<file path="src/rtl/core/fedsb_pkg.sv">
// Package for the farthest-evict depth sort buffer: types, widths and cell opcodes.
`default_nettype none
package fedsb_pkg;

  localparam int DEPTH_W       = 24;
  localparam int PAYLOAD_W     = 16;
  localparam int SLOTS_DEFAULT = 32;

  // Input command modes
  localparam logic MODE_INSERT = 1'b0;
  localparam logic MODE_FLUSH  = 1'b1;

  // One input beat
  typedef struct packed {
    logic                 mode;
    logic [DEPTH_W-1:0]   depth;
    logic [PAYLOAD_W-1:0] payload;
  } item_t;

  // One result beat
  typedef struct packed {
    logic                 has_item;
    logic [DEPTH_W-1:0]   out_depth;
    logic [PAYLOAD_W-1:0] out_payload;
    logic                 last;
  } result_t;

  // Stored entry of one cell
  typedef struct packed {
    logic [DEPTH_W-1:0]   depth;
    logic [PAYLOAD_W-1:0] handle;
  } slot_t;

  // Operation broadcast to the whole row of cells
  typedef enum logic [1:0] {
    OP_HOLD    = 2'd0,
    OP_INSERT  = 2'd1,  // sorted insert, entries behind the new one move right
    OP_REPLACE = 2'd2,  // drop head, sorted insert of the new entry
    OP_POP     = 2'd3   // drop head, everything moves left
  } cell_op_t;

  typedef struct packed {
    cell_op_t             op;
    logic [DEPTH_W-1:0]   depth;
    logic [PAYLOAD_W-1:0] handle;
  } cell_cmd_t;

endpackage
`default_nettype wire

</file>
<file path="src/rtl/core/fedsb_cell.sv">
// One cell of the sorted chain: holds one entry and trades it with its neighbors.
`default_nettype none
module fedsb_cell import fedsb_pkg::*; #(
  parameter int IW = 5
) (
  input  logic          clk,
  input  logic          rst,
  input  cell_cmd_t     cmd,
  input  logic [IW-1:0] new_idx,
  input  logic          left_used,
  input  slot_t         left_slot,
  input  logic [IW-1:0] left_idx,
  input  logic          left_g,
  input  logic          right_used,
  input  slot_t         right_slot,
  input  logic [IW-1:0] right_idx,
  input  logic          right_g,
  output logic          used,
  output slot_t         slot,
  output logic [IW-1:0] idx,
  output logic          g
);

  logic          used_next;
  slot_t         slot_next;
  logic [IW-1:0] idx_next;
  slot_t         new_slot;

  assign new_slot = '{depth: cmd.depth, handle: cmd.handle};

  // This entry sorts ahead of the new one: farther, or equal and lower slot index
  assign g = used && ((slot.depth > cmd.depth) ||
                      ((slot.depth == cmd.depth) && (idx < new_idx)));

  // Next-state selection per operation
  always_comb begin
    used_next = used;
    slot_next = slot;
    idx_next  = idx;
    case (cmd.op)
      OP_INSERT: begin
        if (!g) begin
          if (left_g) begin
            used_next = 1'b1;
            slot_next = new_slot;
            idx_next  = new_idx;
          end else begin
            used_next = left_used;
            slot_next = left_slot;
            idx_next  = left_idx;
          end
        end
      end
      OP_REPLACE: begin
        if (right_g) begin
          used_next = right_used;
          slot_next = right_slot;
          idx_next  = right_idx;
        end else if (g) begin
          used_next = 1'b1;
          slot_next = new_slot;
          idx_next  = new_idx;
        end
      end
      OP_POP: begin
        used_next = right_used;
        slot_next = right_slot;
        idx_next  = right_idx;
      end
      default: begin
        used_next = used;
      end
    endcase
  end

  always_ff @(posedge clk) begin
    if (rst) begin
      used <= 1'b0;
    end else begin
      used <= used_next;
    end
  end

  // Entry data, only meaningful while used
  always_ff @(posedge clk) begin
    slot <= slot_next;
    idx  <= idx_next;
  end

endmodule
`default_nettype wire

</file>
<file path="config.mk">
export PLATFORM = sky130hd
export DESIGN_NAME = fedsb_cell
export DESIGN_NICKNAME = d
export VERILOG_FILES = /design/src/rtl/core/fedsb_pkg.sv /design/src/rtl/core/fedsb_cell.sv
export SDC_FILE = /design/constraint.sdc
export NUM_CORES = 1
export LEC_CHECK = 0
export ABC_CLOCK_PERIOD_IN_PS = 5560
export BUFFER_PORTS_ARGS = -buffer_cell sky130_fd_sc_hd__buf_2
export CAP_MARGIN = 40
export CORE_MARGIN = 3
export CORE_UTILIZATION = 40
export CTS_CLUSTER_SIZE = 24
export DETAILED_ROUTE_END_ITERATION = 16
export GPL_TIMING_DRIVEN = 0
export PLACE_DENSITY_LB_ADDON = 0.1
export REMOVE_ABC_BUFFERS = 1
export SYNTH_ARGS = -nofsm -noshare
export SYNTH_HDL_FRONTEND = slang
export SYNTH_SLANG_ARGS = --single-unit
</file>
<file path="constraint.sdc">
create_clock -name clk -period 5.56 [get_ports clk]
set_input_delay 0.556 -clock clk [delete_from_list [all_inputs] [get_ports clk]]
set_output_delay 0.556 -clock clk [all_outputs]
set_load 0.005 [all_outputs]
</file>
* Word-level counts from Yosys, hierarchy flattened
Cells that the tools add are included.
** Word-level totals
- Register bits :: 46
- Logic and storage cells :: 32
** Cells by class
- Order comparisons :: 2
- Equal/unequal tests :: 6
- Multiplexer cells :: 15
- Reduce and logical (&&, ||, !) cells :: 5
** Operators with widths (number)
- 40-bit two-way mux :: 4
- 40-bit case mux with 3 select lines :: 1
- 24-bit == test :: 1
- 24-bit greater-than comparator :: 1
- 5-bit two-way mux :: 4
- 5-bit case mux with 3 select lines :: 1
- 5-bit < comparator :: 1
- 2-bit == test (second input constant) :: 2
- 1-bit two-way mux :: 4
- 3-bit inequality test (second input constant) :: 1
- 1-bit case mux with 3 select lines :: 1
- 3-bit AND reduction :: 1
- 3-bit nonzero test :: 1
- 2-bit by 1-bit == test with 1-bit output (second input constant) :: 1
- 1-bit logical AND :: 2
- 2-bit inequality test (second input constant) :: 1
- 1-bit logical OR :: 1

* Longest topological paths before layout
Gate-level depths: netlist (run 1).
- Word-level depth :: 7
- Depth in mapped cells :: 8
- Mapped depth without buffers :: 8

* Worst setup path after synthesis (run 1)
No wires, ideal clock.
- Path type :: input -> register
- Start :: input cmd[35] in the netlist's numbering
- End :: register idx[0], enable pin
- Setup time :: 0.460 ns
- Arrival time :: 3.920 ns
- Required time :: 5.100 ns
- Path slack :: 1.180 ns
- Cell stages on the path :: 8
- Cell sequence :: inv_1 > ha_1 > nand4_1 > nor4_2 > nand2_1 > o211ai_1 > a21oi_1 > o2bb2ai_1
** Between the ends
- Longest elaborated chain between the ends :: 6
- Elaborated cells on any way between the ends :: 8
** RTL lines
- from (decl) :: line fedsb_cell.sv:8 : input cell_cmd_t cmd,
- branches (longest 2 deep; another with 24-bit greater-than comparator)
- 1-bit logical OR * :: line fedsb_cell.sv:32 : assign g = used && ((slot.depth > cmd.depth) ||
- 1-bit logical AND * :: line fedsb_cell.sv:32
- 3-bit inequality test (no line) / 2-bit inequality test (equally long branches)
- 3-bit AND reduction (no line) *
- to (signal assigned) :: line fedsb_cell.sv:87 : idx <= idx_next;
- to (decl) :: line fedsb_cell.sv:20 : output logic [IW-1:0] idx,
Every way passes the cells marked *.
A chain may end at the register's enable or synchronous reset.

* Worst setup path after layout (run 1)
- Start :: register slot[35] in the netlist's numbering
- End :: output g
** Between the ends
- Longest elaborated chain between the ends :: 4
- Elaborated cells on any way between the ends :: 5
** RTL lines
- from (decl) :: line fedsb_cell.sv:19 : output slot_t slot,
- from (signal assigned) :: line fedsb_cell.sv:86 : slot <= slot_next;
- branches (longest 2 deep; another with 24-bit greater-than comparator)
- 1-bit logical OR * :: line fedsb_cell.sv:32
- 1-bit logical AND * :: line fedsb_cell.sv:32
- to (decl) :: line fedsb_cell.sv:21 : output logic g
Marks and branches as above.

==> impl_metrics.yaml, run 1 <==
finish:
  nets: 682
  nFillCells: 707
  drive_gt1_share_pct: 40.0
  finish.utilization_pct: 58.1
  antenna_cells: 0
  area_growth_syn_to_layout_pct: 37.7
critical_path:
  cp-end-kind: "output port"
  rr_endpoint: "slot[39]"
  cp_data_required_time_ps: 5000
  worstReg2RegStart: "slot[35]"
  r2r_cells: 8
  critPathKind: "flop to output port"
  path_max_fanout: 3
  crit_path_start_kind: "flop"
  arrival_ps: 2540
  r2r_slack_ps: 2530
status:
  status: "completed"
place:
  gp_congestion: 0.742
  port_buffers: 189
  dp_hpwl_um: 6910
  pre_cts_ws_ps: 2190
cts:
  cts_root_buf: "clkbuf_8"
  cts_buffers: 5
  clkLatencyLatePin_ps: 300
  cts_htree_levels: 2
  clk_path_buf_depth: 2
  cts_tree: "built"
  clk_pin_slew_worst_paths_ps: 90
  cts_sinks: 46
  post_cts_resize_count: 0
  postCtsHoldBufs: 0
  post_cts_buffers: 0
timing:
  finalCriticalPeriod_ps: 3100
  layout_worst_path_cycle_share_pct: 55.7
  slew_headroom_pct: 54.1
  setup_violations: 0
  hold_viol_final: 0
  tightest_slew_ps: 688
  fin_skew_ps: 6.35
  rsz0062_at_grt: "no"
  setup_ws_ps: 2460
  final_max_slew_viol_count: 0
  max_freq_mhz: 323
global_route:
  grt_max_degree: 39
  antenna_found_initial: 0
  grt_pass1_vias: 2873
  grt-ovfl-total: 0
  grt_pass1_wl_um: 13000
  track_usage_pct: 18.4
die:
  dieArea_um2: 8960
  pin_count: 190
  die-height_um: 94.7
  start_util_pct: 42.2
  die_w_um: 94.7
  placementRows: 31
  core-area_um2: 7450
detailed_routing:
  drt-initial-drc-count: 73
  wl_per_cell_um: 13.9
  drt_first_pass_iters: 4
  route.vias.total: 2980
  drc: 0
  via_per_inst: 4.88
  wirelength_um: 8470
  drtAntennaViolNets: 0
synthesis:
  synth_area_leaders: "edfxtp_1 (43%), mux2i_1 (11%), ha_1 (11%)"
  synthDistinctLibCells: 35
  ys_ff_latch: 46
  yosys.area.top_type: "edfxtp_1"
  syn_inst: 327
  synth_edf_count: 45
  ys_warn_count: 0
  synth_area_um2: 3140
  async_reset_ff_share_pct: 0
  synth_common_cells: "nor2_1 (47), a21oi_1 (45), edfxtp_1 (45)"
  synth_top_area_share_pct: 43.0
  ys_seq_area_share_pct: 43.6
  ys.flop_type: "edfxtp_1"
  yosysMostFrequentCell: "nor2_1"
  syn_avg_cell_area_um2: 9.62
min_path:
  holdPathEnd: "used"
  min_path_type: "primary input to flop"
  hold_path_startpoint: "rst"
  hold_depth: 2
pwr:
  p_leak_uw: 0.00222
  power_density_nw_per_um2: 216
  irDropWorstVdd_uv: 94.9
flow_run:
  cap_violations: 0
[layer usage]
layer | vias up | part of all wire (%) | GRT usage, % | wire, um
met3 | 6 | 9.4 | 6.37 | 795
li1 | 1552 | - | - | -
met4 | 0 | 1.1 | 4.69 | 91
met1 | 1307 | 39 | 21.0 | 3350
met2 | 115 | 50 | 32.9 | 4240
met5 | - | 0 | 0 | 0
[sequential cells by signal (all words and copies together), names as in the netlist]
name and count:
idx 5, slot 40, used 1
[placed cells by master, fill, tap and decap left out, drive strengths merged, types with 2 or more instances in the layout]
cell and n:
buf 193, nor2 47, a21oi 45, edfxtp 45, mux2i 36, inv 30
ha 28, nand2 23, a31oi 10, nor2b 8, a211oi 7, clkbuf 7
nand4 4, a21o 4, o22ai 3, o21ai 3, nand2b 2, or2 2
[power breakdown]
part           switching [uW]  internal [uW]
sequential               15.8            433
combinational             138            133
clock                     116            101
total                     269            667
[final cells by class]
cell class / count / area, um^2 / area share (%)
Clock inverter: 1 / 5.00 / 0.116
Inverter: 30 / 113 / 2.60
Clock buffer: 7 / 86.3 / 1.99
Multi-Input combinational cell: 235 / 1620 / 37.4
Sequential cell: 46 / 1370 / 31.7
Timing Repair Buffer: 193 / 1010 / 23.4
Tap cell: 99 / 124 / 2.86
[cells by family after synthesis]
family | share of synthesized area [%]
AOI/OAI and AO/OA | 15.9
adders and majority gates | 11.1
buffers and inverters | 5.61
DFF | 43.6
muxes | 11.5
and+or+nand+nor | 12.3
[worst max path at each step]
| stage | endpoint | slack (ps) | cells past startpoint | startpoint |
|---|---|---|---|---|
| CTS | g | 2440 | 8 | slot[35] |
| detailed placement | slot[1] | 2190 | 10 | cmd[35] |
| floorplan | idx[0] | 1180 | 8 | cmd[35] |
| finish | g | 2460 | 8 | slot[35] |
| global placement | slot[0] | -280 | 9 | cmd[35] |
| global route | g | 2290 | 8 | slot[35] |
[worst max-delay path, cell delays in order (launching register included)]
cell	delay, ps
edfxtp_1	400
ha_1	330
nand4_1	150
nor4_2	380
nand2_1	140
o41a_1	480
nand2_1	180
inv_1	50
buf_2	130
[stage by stage]
step	TNS (ps)	power [uW]	cell area (um^2)	hold slack (ps)	cells
detailed placement	0	732	4240	732	603
finish	0	936	4330	414	611
global placement	-12710	720	4150	704	599
floorplan	0	594	3080	624	311
CTS	0	949	4330	407	611
global route	0	996	4330	412	611
No activity file was read; power rests on OpenSTA's default activity.
==> run 2, diff against run 1 <==
--- a/config.mk
+++ b/config.mk
@@ -5,7 +5,8 @@
 export SDC_FILE = /design/constraint.sdc
 export NUM_CORES = 1
 export LEC_CHECK = 0
-export ABC_CLOCK_PERIOD_IN_PS = 5560
+export ABC_AREA = 1
+export ABC_CLOCK_PERIOD_IN_PS = 3100
 export BUFFER_PORTS_ARGS = -buffer_cell sky130_fd_sc_hd__buf_2
 export CAP_MARGIN = 40
 export CORE_MARGIN = 3
==> constraint.sdc (replaced) <==
create_clock -name clk -period 3.1 [get_ports clk]
set_input_delay 0.31 -clock clk [delete_from_list [all_inputs] [get_ports clk]]
set_output_delay 0.31 -clock clk [all_outputs]
set_load 0.005 [all_outputs]
==> impl_metrics.yaml, run 2 <==
detailed_routing:
  drt-initial-drc-count: 125
  wirelength_um: 9660
  drc: 0
  via_per_inst: 4.98
  drtAntennaViolNets: 0
  route.vias.total: 3510
  wl_per_cell_um: 13.7
  drt_first_pass_iters: 4
pwr:
  power_density_nw_per_um2: 396
  irDropWorstVdd_uv: 183
  p_leak_uw: 0.00235
flow_run:
  cap_violations: 0
timing:
  whs_ps: 233
  setup_ws_ps: 452
  finalCriticalPeriod_ps: 2650
  fin_skew_ps: 5.48
  setup_violations: 0
  layout_worst_path_cycle_share_pct: 85.4
  tightest_slew_ps: 675
  final_max_slew_viol_count: 0
  hold_viol_final: 0
  max_freq_mhz: 378
  rsz0062_at_grt: "no"
  slew_headroom_pct: 54.9
global_route:
  grt_pass1_wl_um: 16000
  antenna_found_initial: 0
  use_met2_pct: 36.1
  met1_usage_pct: 24.3
  track_usage_pct: 20.5
  grt_pass1_vias: 3545
  top_usage_layer: "met2"
  grt_max_degree: 37
  use_met3_pct: 5.70
  grt-ovfl-total: 0
cts:
  clk_pin_slew_worst_paths_ps: 90
  clk_path_buf_depth: 2
  cts_tree: "built"
  post_cts_buffers: 0
  cts_sinks: 46
  cts_root_buf: "clkbuf_8"
  clkLatencyLatePin_ps: 300
  cts_htree_levels: 2
  cts_buffers: 5
  post_cts_resize_count: 0
  postCtsHoldBufs: 0
synthesis:
  yosysMostFrequentCell: "nand2_1"
  ys_warn_count: 0
  syn_inst: 418
  yosys.area.top_type: "edfxtp_1"
  synthDistinctLibCells: 27
  ys_seq_area_share_pct: 41.5
  synth_area_leaders: "edfxtp_1 (41%), a21oi_1 (12%), ha_1 (11%)"
  synth_area_um2: 3300
  ys.flop_type: "edfxtp_1"
  async_reset_ff_share_pct: 0
  synth_edf_count: 45
  synth_common_cells: "nand2_1 (82), a21oi_1 (81), nor2_1 (58)"
  synth_top_area_share_pct: 40.9
  ys_ff_latch: 46
  syn_avg_cell_area_um2: 7.91
critical_path:
  r2r_cells: 13
  cp_data_required_time_ps: 3110
  crit_path_start_kind: "flop"
  arrival_ps: 2660
  worstReg2RegStart: "slot[31]"
  path_max_fanout: 23
  r2r_slack_ps: 450
  cp-startpoint: "slot[31]"
  rr_endpoint: "slot[0]"
  crit_end: "slot[0]"
  cp-end-kind: "flop"
  critPathKind: "flop to flop"
place:
  gp_congestion: 0.812
  pre_cts_ws_ps: 394
  dpl_cell_area_um2: 4400
  dp_hpwl_um: 7580
  port_buffers: 189
die:
  dieArea_um2: 9390
  placementRows: 32
  core-area_um2: 7890
  start_util_pct: 41.9
  pin_count: 190
  die_w_um: 96.9
  die-height_um: 96.9
status:
  status: "completed"
finish:
  top_regs: "slot (40), idx (5), used (1)"
  layout.cells.most_common_list: "buf_2 (189), nand2_1 (82), a21oi_1 (81)"
  largest_reg_flops: 40
  layout_commonest_cell: "buf_2"
  stdcell_area_um2: 4510
  area_growth_syn_to_layout_pct: 36.5
  antenna_cells: 0
  nets: 773
  finish.utilization_pct: 57.2
  largest-register: "slot"
  drive_gt1_share_pct: 37.5
min_path:
  min_path_type: "primary input to flop"
  hold_path_startpoint: "rst"
## run 2: cell types whose count changed after synthesis, moves of 10 or more
cell	previous run	this run
inv_1	30	44
a21oi_1	45	81
nand2_1	23	82
o21ai_0	2	18
nor2_1	47	58
mux2i_1	36	0
a31oi_1	10	0
## run 2: power by group
part           internal [uW]  total, uW  switching, uW
clock                    238        447            209
sequential               779        808           29.9
combinational            241        532            291
total                   1260       1790            530
## run 2: cells by family (layout without fill, tap and decap cells)
logic type	count (synthesis)	count (layout)	share of synthesized area, %
AOI/OAI and AO/OA	114	114	18.7
adders and majority gates	28	28	10.6
buffers and inverters	67	252	7.91
DFF	46	46	41.5
and+or+nand+nor	163	163	21.3
## run 2: through the flow
stage                     total power [uW]  TNS [ps]  std cells
after CTS                             1810         0        705
after global routing                  1920         0        705
after global placement                1330    -23780        694
after detailed placement              1360         0        697
final                                 1790         0        705
after floorplan                       1090         0        403
## run 2: routing by layer
metal  share of wire (%)  wire, um
met3                 8.5       825
met4                 1.9       187
met2                  49      4760
met5                   0         0
met1                  40      3890
## run 2: worst min path at each step
stage                end  cells after the start
finish              used                      4
global route        used                      4
CTS                 used                      4
detailed placement  used                      2
global placement    used                      2
floorplan           used                      3
## run 2: area by class of cell
class / count / area [um^2]
Clock buffer: 5 / 68.8
Clock inverter: 3 / 40.0
Fill cell: 769 / 3380
Inverter: 52 / 195
Multi-Input combinational cell: 305 / 1680
Sequential cell: 46 / 1370
Tap cell: 102 / 128
Timing Repair Buffer: 192 / 1030
## run 2: worst max-delay path, cell delays in order, from the launching register on
cell      delay (ps)
edfxtp_1         400
ha_1             310
nand2_1           90
inv_2             60
nand2_2           50
nor2_2           120
nand2_2           80
nor2_4           100
nor2_2            40
nand3_2           60
nand3_2           90
nand2_1          120
and2_2           570
buf_16           250
